===== src/infix_to_postfix_converter_unit_assert.svh =====
// Assertion macros used by the converter's top-level RTL file.
// Every check is clocked on clk and is held off while rst_n is low.
`ifndef INFIX_TO_POSTFIX_CONVERTER_UNIT_ASSERT_SVH
`define INFIX_TO_POSTFIX_CONVERTER_UNIT_ASSERT_SVH

// The condition must hold in the same cycle as the trigger.
`define IPC_ASSERT_NOW(lbl, trig, cond, msg) \
    lbl: assert property (@(posedge clk) disable iff (!rst_n) (trig) |-> (cond)) \
        else $error(msg);

// The condition must hold in the cycle after the trigger.
`define IPC_ASSERT_NEXT(lbl, trig, cond, msg) \
    lbl: assert property (@(posedge clk) disable iff (!rst_n) (trig) |=> (cond)) \
        else $error(msg);

`endif


===== src/ipc_pkg.sv =====
`timescale 1ns / 1ps

package ipc_pkg;

    // Default operator stack depth.
    localparam int STACK_DEPTH_DEF = 32;

    // Depth of the command queue between the front and back parts.
    localparam int Q_DEPTH = 2;

    // Characters with a special meaning.
    localparam logic [7:0] CH_OPEN  = 8'h28;
    localparam logic [7:0] CH_CLOSE = 8'h29;
    localparam logic [7:0] CH_ADD   = 8'h2B;
    localparam logic [7:0] CH_SUB   = 8'h2D;
    localparam logic [7:0] CH_MUL   = 8'h2A;
    localparam logic [7:0] CH_DIV   = 8'h2F;
    localparam logic [7:0] CH_MOD   = 8'h25;
    localparam logic [7:0] CH_POW   = 8'h5E;

    // Precedence levels.
    localparam logic [2:0] PREC_NONE = 3'd0;
    localparam logic [2:0] PREC_OPEN = 3'd1;
    localparam logic [2:0] PREC_ADD  = 3'd2;
    localparam logic [2:0] PREC_MUL  = 3'd3;
    localparam logic [2:0] PREC_POW  = 3'd4;

    // Error codes carried in a result word.
    localparam logic [1:0] ERR_NONE     = 2'd0;
    localparam logic [1:0] ERR_OVERFLOW = 2'd1;
    localparam logic [1:0] ERR_CLOSE    = 2'd2;
    localparam logic [1:0] ERR_OPEN     = 2'd3;

    typedef struct packed {
        logic [7:0] in_char;
        logic       end_of_expression;
    } in_word_t;

    typedef struct packed {
        logic [7:0] out_char;
        logic       char_valid;
        logic       last_of_run;
        logic       expression_done;
        logic [1:0] error_code;
    } out_word_t;

    // Class of an accepted character.
    typedef enum logic [2:0] {
        K_OPERAND,
        K_OPEN,
        K_CLOSE,
        K_OPER,
        K_END
    } kind_t;

    // Classified command handed from the front to the back.
    typedef struct packed {
        kind_t      kind;
        logic [7:0] ch;
        logic [2:0] prec;
    } cmd_t;

    typedef enum logic {
        BK_RUN,
        BK_FLUSH
    } back_state_t;

    // Precedence of a character; operands get PREC_NONE.
    function automatic logic [2:0] prec_of(input logic [7:0] c);
        logic [2:0] p;
        case (c)
            CH_OPEN:                  p = PREC_OPEN;
            CH_ADD, CH_SUB:           p = PREC_ADD;
            CH_MUL, CH_DIV, CH_MOD:   p = PREC_MUL;
            CH_POW:                   p = PREC_POW;
            default:                  p = PREC_NONE;
        endcase
        return p;
    endfunction

endpackage


===== src/ipc_ram.sv =====
`timescale 1ns / 1ps

module ipc_ram #(
    parameter int WIDTH = 8,
    parameter int DEPTH = 32
) (
    input  logic                     clk,
    input  logic                     wr_en,
    input  logic [$clog2(DEPTH)-1:0] wr_addr,
    input  logic [WIDTH-1:0]         wr_data,
    input  logic                     rd_en,
    input  logic [$clog2(DEPTH)-1:0] rd_addr,
    output logic [WIDTH-1:0]         rd_data
);

    logic [WIDTH-1:0] mem [DEPTH];
    logic [WIDTH-1:0] rd_data_reg;

    // Single write port and registered read port; read data holds when idle.
    always_ff @(posedge clk)
    begin
        if (wr_en)
        begin
            mem[wr_addr] <= wr_data;
        end
        if (rd_en)
        begin
            rd_data_reg <= mem[rd_addr];
        end
    end

    assign rd_data = rd_data_reg;

endmodule


===== src/ipc_front.sv =====
`timescale 1ns / 1ps

module ipc_front (
    input  logic             clk,
    input  logic             rst_n,
    input  ipc_pkg::in_word_t item,
    input  logic             item_valid,
    output logic             item_ready,
    output ipc_pkg::cmd_t    cmd,
    output logic             cmd_valid,
    input  logic             cmd_ready
);

    logic          stage_valid_reg;
    logic          stage_valid_next;
    ipc_pkg::cmd_t stage_reg;
    ipc_pkg::cmd_t stage_next;
    logic          take;
    logic [2:0]    p;

    // The stage takes a new word whenever it is empty or being drained.
    assign item_ready = !stage_valid_reg || cmd_ready;
    assign take       = item_valid && item_ready;

    // Classify the incoming character.
    always_comb
    begin
        p               = ipc_pkg::prec_of(item.in_char);
        stage_next.ch   = item.in_char;
        stage_next.prec = p;
        if (item.end_of_expression)
        begin
            stage_next.kind = ipc_pkg::K_END;
        end
        else if (item.in_char == ipc_pkg::CH_OPEN)
        begin
            stage_next.kind = ipc_pkg::K_OPEN;
        end
        else if (item.in_char == ipc_pkg::CH_CLOSE)
        begin
            stage_next.kind = ipc_pkg::K_CLOSE;
        end
        else if (p >= ipc_pkg::PREC_ADD)
        begin
            stage_next.kind = ipc_pkg::K_OPER;
        end
        else
        begin
            stage_next.kind = ipc_pkg::K_OPERAND;
        end
    end

    // Valid flag of the stage.
    always_comb
    begin
        if (take)
        begin
            stage_valid_next = 1'b1;
        end
        else if (cmd_ready)
        begin
            stage_valid_next = 1'b0;
        end
        else
        begin
            stage_valid_next = stage_valid_reg;
        end
    end

    always_ff @(posedge clk or negedge rst_n)
    begin
        if (!rst_n)
        begin
            stage_valid_reg <= 1'b0;
        end
        else
        begin
            stage_valid_reg <= stage_valid_next;
        end
    end

    always_ff @(posedge clk)
    begin
        if (take)
        begin
            stage_reg <= stage_next;
        end
    end

    assign cmd       = stage_reg;
    assign cmd_valid = stage_valid_reg;

endmodule


===== src/ipc_queue.sv =====
`timescale 1ns / 1ps

module ipc_queue (
    input  logic          clk,
    input  logic          rst_n,
    input  ipc_pkg::cmd_t wr_data,
    input  logic          wr_valid,
    output logic          wr_ready,
    output ipc_pkg::cmd_t rd_data,
    output logic          rd_valid,
    input  logic          rd_pop
);

    localparam int PW = $clog2(ipc_pkg::Q_DEPTH);
    localparam int FW = $clog2(ipc_pkg::Q_DEPTH + 1);

    ipc_pkg::cmd_t   entry_reg [ipc_pkg::Q_DEPTH];
    logic [PW-1:0]   wr_ptr_reg;
    logic [PW-1:0]   wr_ptr_next;
    logic [PW-1:0]   rd_ptr_reg;
    logic [PW-1:0]   rd_ptr_next;
    logic [FW-1:0]   fill_reg;
    logic [FW-1:0]   fill_next;
    logic            do_wr;
    logic            do_rd;

    assign wr_ready = (fill_reg != FW'(ipc_pkg::Q_DEPTH));
    assign rd_valid = (fill_reg != '0);
    assign rd_data  = entry_reg[rd_ptr_reg];
    assign do_wr    = wr_valid && wr_ready;
    assign do_rd    = rd_pop && rd_valid;

    // Pointer and fill level updates.
    always_comb
    begin
        wr_ptr_next = wr_ptr_reg;
        rd_ptr_next = rd_ptr_reg;
        fill_next   = fill_reg;
        if (do_wr)
        begin
            wr_ptr_next = (wr_ptr_reg == PW'(ipc_pkg::Q_DEPTH - 1)) ? '0 : wr_ptr_reg + 1'b1;
        end
        if (do_rd)
        begin
            rd_ptr_next = (rd_ptr_reg == PW'(ipc_pkg::Q_DEPTH - 1)) ? '0 : rd_ptr_reg + 1'b1;
        end
        if (do_wr && !do_rd)
        begin
            fill_next = fill_reg + 1'b1;
        end
        else if (do_rd && !do_wr)
        begin
            fill_next = fill_reg - 1'b1;
        end
    end

    always_ff @(posedge clk or negedge rst_n)
    begin
        if (!rst_n)
        begin
            wr_ptr_reg <= '0;
            rd_ptr_reg <= '0;
            fill_reg   <= '0;
        end
        else
        begin
            wr_ptr_reg <= wr_ptr_next;
            rd_ptr_reg <= rd_ptr_next;
            fill_reg   <= fill_next;
        end
    end

    always_ff @(posedge clk)
    begin
        if (do_wr)
        begin
            entry_reg[wr_ptr_reg] <= wr_data;
        end
    end

endmodule


===== src/ipc_back.sv =====
`timescale 1ns / 1ps

module ipc_back #(
    parameter int STACK_DEPTH = ipc_pkg::STACK_DEPTH_DEF
) (
    input  logic               clk,
    input  logic               rst_n,
    input  ipc_pkg::cmd_t      cmd,
    input  logic               cmd_valid,
    output logic               cmd_pop,
    output ipc_pkg::out_word_t result,
    output logic               result_valid,
    input  logic               result_ready
);

    localparam int CW = $clog2(STACK_DEPTH + 1);
    localparam int AW = $clog2(STACK_DEPTH);

    ipc_pkg::back_state_t state_reg;
    ipc_pkg::back_state_t state_next;

    logic [CW-1:0]      count_reg;
    logic [CW-1:0]      count_next;
    logic [CW-1:0]      count_m2;
    logic [7:0]         top_reg;
    logic [7:0]         top_next;
    logic               top_from_ram_reg;
    logic               top_from_ram_next;
    logic [7:0]         top_c;
    logic [7:0]         ram_rd_data;
    logic               ram_rd_en;

    ipc_pkg::out_word_t hold_reg;
    ipc_pkg::out_word_t hold_next;
    logic               hold_valid_reg;
    logic               hold_valid_next;
    ipc_pkg::out_word_t out_reg;
    ipc_pkg::out_word_t out_next;
    logic               out_valid_reg;
    logic               out_valid_next;

    logic               out_free;
    logic               step;
    logic               fin;
    logic               do_push;
    logic               do_pop;
    logic               res_valid;
    ipc_pkg::out_word_t res_word;
    logic               stack_empty;
    logic               stack_full;
    logic               load_out;

    // Operator stack storage.
    ipc_ram #(
        .WIDTH (8),
        .DEPTH (STACK_DEPTH)
    ) u_stack (
        .clk     (clk),
        .wr_en   (do_push),
        .wr_addr (count_reg[AW-1:0]),
        .wr_data (cmd.ch),
        .rd_en   (ram_rd_en),
        .rd_addr (count_m2[AW-1:0]),
        .rd_data (ram_rd_data)
    );

    // Top of stack: the last pushed character, or the entry read back after a pop.
    assign top_c       = top_from_ram_reg ? ram_rd_data : top_reg;
    assign stack_empty = (count_reg == '0);
    assign stack_full  = (count_reg >= CW'(STACK_DEPTH));
    assign count_m2    = count_reg - CW'(2);
    assign ram_rd_en   = do_pop && (count_reg > CW'(1));
    assign out_free    = !out_valid_reg || result_ready;

    // One step of the current command: at most one pop or push, and at most one result.
    always_comb
    begin
        res_valid = 1'b0;
        res_word  = '0;
        fin       = 1'b0;
        do_push   = 1'b0;
        do_pop    = 1'b0;
        step      = (state_reg == ipc_pkg::BK_RUN) && cmd_valid
                    && (!hold_valid_reg || out_free);
        if (step)
        begin
            case (cmd.kind)
                ipc_pkg::K_END:
                begin
                    res_valid = 1'b1;
                    if (!stack_empty)
                    begin
                        do_pop            = 1'b1;
                        res_word.out_char = top_c;
                        if (top_c == ipc_pkg::CH_OPEN)
                        begin
                            res_word.error_code = ipc_pkg::ERR_OPEN;
                        end
                        else
                        begin
                            res_word.char_valid = 1'b1;
                        end
                    end
                    else
                    begin
                        res_word.expression_done = 1'b1;
                        fin                      = 1'b1;
                    end
                end
                ipc_pkg::K_OPEN:
                begin
                    fin = 1'b1;
                    if (stack_full)
                    begin
                        res_valid           = 1'b1;
                        res_word.error_code = ipc_pkg::ERR_OVERFLOW;
                    end
                    else
                    begin
                        do_push = 1'b1;
                    end
                end
                ipc_pkg::K_CLOSE:
                begin
                    if (stack_empty)
                    begin
                        res_valid           = 1'b1;
                        res_word.error_code = ipc_pkg::ERR_CLOSE;
                        fin                 = 1'b1;
                    end
                    else if (top_c == ipc_pkg::CH_OPEN)
                    begin
                        do_pop = 1'b1;
                        fin    = 1'b1;
                    end
                    else
                    begin
                        do_pop              = 1'b1;
                        res_valid           = 1'b1;
                        res_word.out_char   = top_c;
                        res_word.char_valid = 1'b1;
                    end
                end
                ipc_pkg::K_OPER:
                begin
                    if (!stack_empty && (ipc_pkg::prec_of(top_c) >= cmd.prec))
                    begin
                        do_pop              = 1'b1;
                        res_valid           = 1'b1;
                        res_word.out_char   = top_c;
                        res_word.char_valid = 1'b1;
                    end
                    else if (stack_full)
                    begin
                        res_valid           = 1'b1;
                        res_word.error_code = ipc_pkg::ERR_OVERFLOW;
                        fin                 = 1'b1;
                    end
                    else
                    begin
                        do_push = 1'b1;
                        fin     = 1'b1;
                    end
                end
                default:
                begin
                    res_valid           = 1'b1;
                    res_word.out_char   = cmd.ch;
                    res_word.char_valid = 1'b1;
                    fin                 = 1'b1;
                end
            endcase
        end
    end

    assign cmd_pop = step && fin;

    // Next state: after a command ends, the held result leaves with its last mark.
    always_comb
    begin
        case (state_reg)
            ipc_pkg::BK_RUN:
            begin
                if (step && fin && (res_valid || hold_valid_reg))
                begin
                    state_next = ipc_pkg::BK_FLUSH;
                end
                else
                begin
                    state_next = ipc_pkg::BK_RUN;
                end
            end
            ipc_pkg::BK_FLUSH:
            begin
                state_next = out_free ? ipc_pkg::BK_RUN : ipc_pkg::BK_FLUSH;
            end
            default:
            begin
                state_next = ipc_pkg::BK_RUN;
            end
        endcase
    end

    // Stack pointer and cached top.
    always_comb
    begin
        count_next        = count_reg;
        top_next          = top_reg;
        top_from_ram_next = top_from_ram_reg;
        if (do_push)
        begin
            count_next        = count_reg + 1'b1;
            top_next          = cmd.ch;
            top_from_ram_next = 1'b0;
        end
        else if (do_pop)
        begin
            count_next = count_reg - 1'b1;
            if (ram_rd_en)
            begin
                top_from_ram_next = 1'b1;
            end
        end
    end

    // A result waits in the hold register until it is known whether it ends the run.
    always_comb
    begin
        load_out        = (step && res_valid && hold_valid_reg)
                          || ((state_reg == ipc_pkg::BK_FLUSH) && out_free);
        hold_next       = hold_reg;
        hold_valid_next = hold_valid_reg;
        out_next        = hold_reg;
        if (step && res_valid)
        begin
            hold_next       = res_word;
            hold_valid_next = 1'b1;
        end
        else if ((state_reg == ipc_pkg::BK_FLUSH) && out_free)
        begin
            hold_valid_next      = 1'b0;
            out_next.last_of_run = 1'b1;
        end
        if (load_out)
        begin
            out_valid_next = 1'b1;
        end
        else if (result_ready)
        begin
            out_valid_next = 1'b0;
        end
        else
        begin
            out_valid_next = out_valid_reg;
        end
    end

    always_ff @(posedge clk or negedge rst_n)
    begin
        if (!rst_n)
        begin
            state_reg        <= ipc_pkg::BK_RUN;
            count_reg        <= '0;
            top_from_ram_reg <= 1'b0;
            hold_valid_reg   <= 1'b0;
            out_valid_reg    <= 1'b0;
        end
        else
        begin
            state_reg        <= state_next;
            count_reg        <= count_next;
            top_from_ram_reg <= top_from_ram_next;
            hold_valid_reg   <= hold_valid_next;
            out_valid_reg    <= out_valid_next;
        end
    end

    always_ff @(posedge clk)
    begin
        top_reg  <= top_next;
        hold_reg <= hold_next;
        if (load_out)
        begin
            out_reg <= out_next;
        end
    end

    assign result       = out_reg;
    assign result_valid = out_valid_reg;

endmodule


===== src/infix_to_postfix_converter_unit.sv =====
// Infix to postfix converter (shunting-yard), one character per input word.
// Input channel: item_valid / item_ready carry item (in_char, end_of_expression).
// Output channel: result_valid / result_ready carry result words (out_char,
// char_valid, last_of_run, expression_done, error_code). One input word gives
// zero or more result words; the last one of a run has last_of_run set, and an
// end word always closes with expression_done.
// Path: front stage register, command queue, hold register, output register.
// Flow: each stack pop is a step of its own in the execution unit, and a command that
// emits results ends with an extra flush step to mark the last result. Popping is
// limited to one entry per cycle, while the output is not stalled, by the single
// read port of the stack RAM. A two-word command queue lets the input side run
// ahead of the execution unit.
// Reset empties the operator stack, the command queue and the output register.
// When the receiver stalls, the current result word holds, the execution unit
// stops, the queue fills and item_ready drops.
`timescale 1ns / 1ps

`include "infix_to_postfix_converter_unit_assert.svh"

module infix_to_postfix_converter_unit #(
    parameter int STACK_DEPTH = ipc_pkg::STACK_DEPTH_DEF
) (
    input  logic               clk,
    input  logic               rst_n,
    input  ipc_pkg::in_word_t  item,
    input  logic               item_valid,
    output logic               item_ready,
    output ipc_pkg::out_word_t result,
    output logic               result_valid,
    input  logic               result_ready
);

    ipc_pkg::cmd_t f_cmd;
    logic          f_valid;
    logic          q_ready;
    ipc_pkg::cmd_t q_cmd;
    logic          q_valid;
    logic          q_pop;

    // Front part: accepts and classifies characters.
    ipc_front u_front (
        .clk        (clk),
        .rst_n      (rst_n),
        .item       (item),
        .item_valid (item_valid),
        .item_ready (item_ready),
        .cmd        (f_cmd),
        .cmd_valid  (f_valid),
        .cmd_ready  (q_ready)
    );

    // Command queue between front and back.
    ipc_queue u_queue (
        .clk      (clk),
        .rst_n    (rst_n),
        .wr_data  (f_cmd),
        .wr_valid (f_valid),
        .wr_ready (q_ready),
        .rd_data  (q_cmd),
        .rd_valid (q_valid),
        .rd_pop   (q_pop)
    );

    // Back part: runs the operator stack and emits result words.
    ipc_back #(
        .STACK_DEPTH (STACK_DEPTH)
    ) u_back (
        .clk          (clk),
        .rst_n        (rst_n),
        .cmd          (q_cmd),
        .cmd_valid    (q_valid),
        .cmd_pop      (q_pop),
        .result       (result),
        .result_valid (result_valid),
        .result_ready (result_ready)
    );

    // Checks on the internal hand-off and on result word coding.
    `IPC_ASSERT_NOW(a_pop_nonempty, q_pop, q_valid, "command popped from an empty queue")
    `IPC_ASSERT_NEXT(a_front_holds, f_valid && !q_ready, f_valid && $stable(f_cmd), "front dropped a stalled command")
    `IPC_ASSERT_NOW(a_done_is_last, result_valid && result.expression_done, result.last_of_run, "done marker without last mark")
    `IPC_ASSERT_NOW(a_char_no_error, result_valid && result.char_valid, result.error_code == ipc_pkg::ERR_NONE, "character word carries an error")
    `IPC_ASSERT_NOW(a_open_coding, result_valid && (result.error_code == ipc_pkg::ERR_OPEN), !result.char_valid && (result.out_char == ipc_pkg::CH_OPEN), "bad unmatched open word")

endmodule

===== config.mk =====
export PLATFORM = sky130hd
export DESIGN_NAME = infix_to_postfix_converter_unit
export DESIGN_NICKNAME = d
export VERILOG_FILES = /design/src/ipc_pkg.sv /design/src/ipc_ram.sv /design/src/ipc_front.sv /design/src/ipc_queue.sv /design/src/ipc_back.sv /design/src/infix_to_postfix_converter_unit.sv
export VERILOG_INCLUDE_DIRS = /design/src /design/src/src
export SDC_FILE = /design/constraint.sdc
export NUM_CORES = 1
export LEC_CHECK = 0
export BUFFER_PORTS_ARGS = -buffer_cell sky130_fd_sc_hd__buf_4
export CAP_MARGIN = 5
export CORE_ASPECT_RATIO = 1.25
export CORE_UTILIZATION = 44
export CTS_CLUSTER_SIZE = 24
export DETAILED_ROUTE_END_ITERATION = 10
export SLEW_MARGIN = 40
export SYNTH_ARGS = -nofsm -noshare
export SYNTH_HDL_FRONTEND = slang
export SYNTH_SLANG_ARGS = --single-unit

===== constraint.sdc =====
create_clock -name clk -period 8.7 [get_ports clk]
set_input_delay 0 -clock clk [delete_from_list [all_inputs] [get_ports clk]]
set_output_delay 0 -clock clk [all_outputs]
set_load 0.01 [all_outputs]

==> results.yml <==
status:
  result_of_the_run: "finished with violations"
  violated_checks: "hold timing"
grt:
  grt_remaining_overflow: 0
  largest_net_degree_at_the_start_of_global_routing: 70
  groute.usage.overall: 0.197
  wire_length_of_the_first_global_routing_pass_mm: 47.0
  grt_antenna_before_repair: 0
  first_global_vias: 7326
finish:
  area_occupied_by_multi_input_gates_sq_um: 3600
  seqCellArea_sq_um: 10600
  post_layout_nonfiller_instances: 1213
  diodes: 0
  max_reg_flops: 256
  layout.filler_cells: 2456
  design.final.nets: 801
  drive_above_1_share: 0.247
  mostFrequentLayoutCell: "sky130_fd_sc_hd__edfxtp_1"
  mostFrequentLayoutCells: "339 x sky130_fd_sc_hd__edfxtp_1, 80 x sky130_fd_sc_hd__mux4_2, 49 x sky130_fd_sc_hd__nor2_1"
  synthesis_to_layout_area_growth_pct: 12.9
setup_path:
  chain_of_cells_forming_the_critical_path: "mux2i_1 -> xnor2_1 -> o31ai_1 -> nand2_1 -> ha_1 -> nor2b_1 -> o21ai_1 -> a311o_1 -> inv_2 -> nand2_1 -> nor2_1"
  worst_ep_required_time_ps: 8910
  worst_setup_path_start_kind: "register"
  cp_max_fanout: 18
  criticalPathCategory: "register to register"
  timing.critical_path.mode_cell: "sky130_fd_sc_hd__nand2_1"
  r2r_start: "u_back.top_from_ram_reg"
  cp-startpoint: "u_back.top_from_ram_reg"
  crit_path_max_incr_delay_ps: 670
  critical_path.slowest_cell: "sky130_fd_sc_hd__nor2_1"
  depth_of_the_worst_register_to_register_path: 11
  critPathCaptureType: "register"
  crit_arrival_ps: 4760
sta:
  finClkSkew_ps: 19.1
  finalWorstSetupSlack_ps: 4150
  maxClockFrequency_ghz: 0.220
  report.final.hold_viol_count: 15
  min_period_over_period: 0.523
  finalWorstPathRequiredPeriod_ps: 4550
  max_slew.worst_pin.slew_ps: 723
  setup_repair_after_global_routing_missed_its_margin: "no"
  hold_ws_ps: -24.2
  slew_headroom: 0.515
  setup_violations: 0
  maxSlewViolCount: 0
  setup_total_negative_slack_ps: 0
pwr:
  power.share.clock: 0.246
  max-vdd-ir-drop_mv: 0.290
  power.switching_uw: 1870
  power_switching_share: 0.324
  power.leakage_uw: 0.00520
  seqPwrFrac: 0.431
  power_per_cell_area_nw_per_um2: 356
  power.internal_uw: 3890
  combPwrFrac: 0.322
drt:
  vias: 7015
  finalWirelength_mm: 31.4
  drt_first_iter_violations: 592
  antenna_left: 0
  vias_per_cell: 5.78
  routedWlPerCell_um: 25.9
  route.detailed.drc: 0
  dr.pass1.iters: 5
cts:
  clockRootBuffer: "sky130_fd_sc_hd__clkbuf_16"
  cts-htree-levels: 1
  clock-sinks: 354
  clk_latency_ps: 590
  numCtsBuffers: 31
  postCtsSetupRepairBufs: 0
  clk_transition_reported_paths_ps: 60
  tritoncts_clock_tree: "done"
  clk_path_buf_depth: 3
placed_design:
  post-place-cells: 1143
  post-dp-hpwl_mm: 20.3
  dpl_worst_slack_ps: 4140
  gp_congestion: 0.911
  place.port_buffers: 27
die:
  fp-row-count: 73
  die_area_sq_um: 33200
  design.core.area_sq_um: 31900
  io_pins: 28
  initial_utilization: 0.448
  y_dimension_of_the_die_um: 204
  die_x_um: 163
yosys:
  synth_enable_flop_cells: 339
  yosysSeqAreaShare: 0.738
  synth_flop_cell: "sky130_fd_sc_hd__edfxtp_1"
  synth.distinct_cells: 62
  synth_cells: 729
  synthesis.area_per_instance_sq_um: 19.6
  yosysWarnings: 0
  syn_area_sq_um: 14300
  synthesis.nets: 753
  async_flop_share: 0.0424
  ys_ff_latch: 354
run:
  maxCapViolations: 0
hold_path:
  timing.hold.worst.class: "input pin to asynchronous set/reset pin"
==> Yosys cell counts (all sizes together) (4+ instances only) <==
cell | n | area [sq um]
a21oi | 12 | 60.1
buf | 16 | 92.6
clkbuf | 13 | 48.8
dfrtp | 15 | 375
edfxtp | 339 | 10200
ha | 11 | 138
inv | 13 | 48.8
mux2 | 23 | 259
mux2i | 10 | 100
mux4 | 80 | 1800
nand2 | 19 | 71.3
nand2b | 4 | 25.0
nand3 | 11 | 55.1
nor2 | 50 | 188
nor2b | 4 | 25.0
nor3 | 13 | 75.1
nor3b | 5 | 37.5
o211ai | 6 | 45.0
o21ai | 8 | 40.0
o2bb2ai | 6 | 52.6
or3 | 4 | 25.0
xnor2 | 7 | 61.3
xor2 | 5 | 43.8
==> power groups by stage <==
stage / Clock (uW) / Sequential, uW / Combinational (uW)
after floorplan: 0 / 2420 / 1290
after global placement: 0 / 2510 / 1850
after detailed placement: 0 / 2520 / 1870
after CTS: 1440 / 2490 / 1890
after global routing: 1500 / 2510 / 1990
final: 1420 / 2480 / 1850
==> worst max-delay path: cells and delay by family, from the launching register on <==
family                   cells  cell delay, ps
AND/OR/NAND/NOR              4            1390
AO/OA/AOI/OAI                3             880
XOR/XNOR                     1             140
adder cells (fa/ha/maj)      1             320
multiplexers                 1             520
flip-flops                   1             660
buffers and inverters        1             270
==> layout make-up <==
| cell class | instances | share of cell area |
|---|---|---|
| sequential | 354 | 0.654 |
| clock inverter | 25 | 0.0174 |
| timing repair buffer | 44 | 0.0224 |
| multi-input combinational | 333 | 0.223 |
| tap | 412 | 0.0319 |
| inverter | 13 | 0.00302 |
| clock buffer | 32 | 0.0483 |
==> final timing paths <==
path                                                  end  slack [ps]
worst max-delay path            u_back.u_stack.mem[21][3]        4150
worst min-delay path                  u_back.count_reg[2]         -20
worst max register to register  u_back.u_stack.mem[21][3]        4150
worst min register to register           u_back.result[1]         420
max in group asynchronous             u_back.count_reg[0]        8410
min in group clk                           u_front.cmd[7]         150
==> routing by layer <==
metal	GRT usage	up-vias	part of all wire
met5	0	-	0
met4	0.0641	0	0.024
met2	0.355	209	0.54
met3	0.0236	45	0.042
met1	0.245	3677	0.39
li1	-	3084	-
==> cell families after synthesis <==
kind of cell             count (synthesis)  share of synthesized area
buffers and inverters                   42                     0.0133
flip-flops                             354                      0.738
XOR/XNOR                                12                    0.00735
adder cells (fa/ha/maj)                 11                    0.00963
AO/OA/AOI/OAI                           71                     0.0361
multiplexers                           113                      0.151
AND/OR/NAND/NOR                        126                     0.0442
==> through the flow <==
stage	util	cell area (sq um)	power, uW
floorplan	-	14300	3710
global placement	0.468	14900	4360
detailed placement	0.469	15000	4390
CTS	0.507	16100	5810
global route	0.506	16100	5990
finish	0.506	16100	5750
==> timing repair <==
action / CTS / global route
endpoints found under the hold margin: 34 / 0
hold buffers: 13 / 0
gates resized for setup: 0 / 0
No activity file was read; power rests on OpenSTA's default activity.
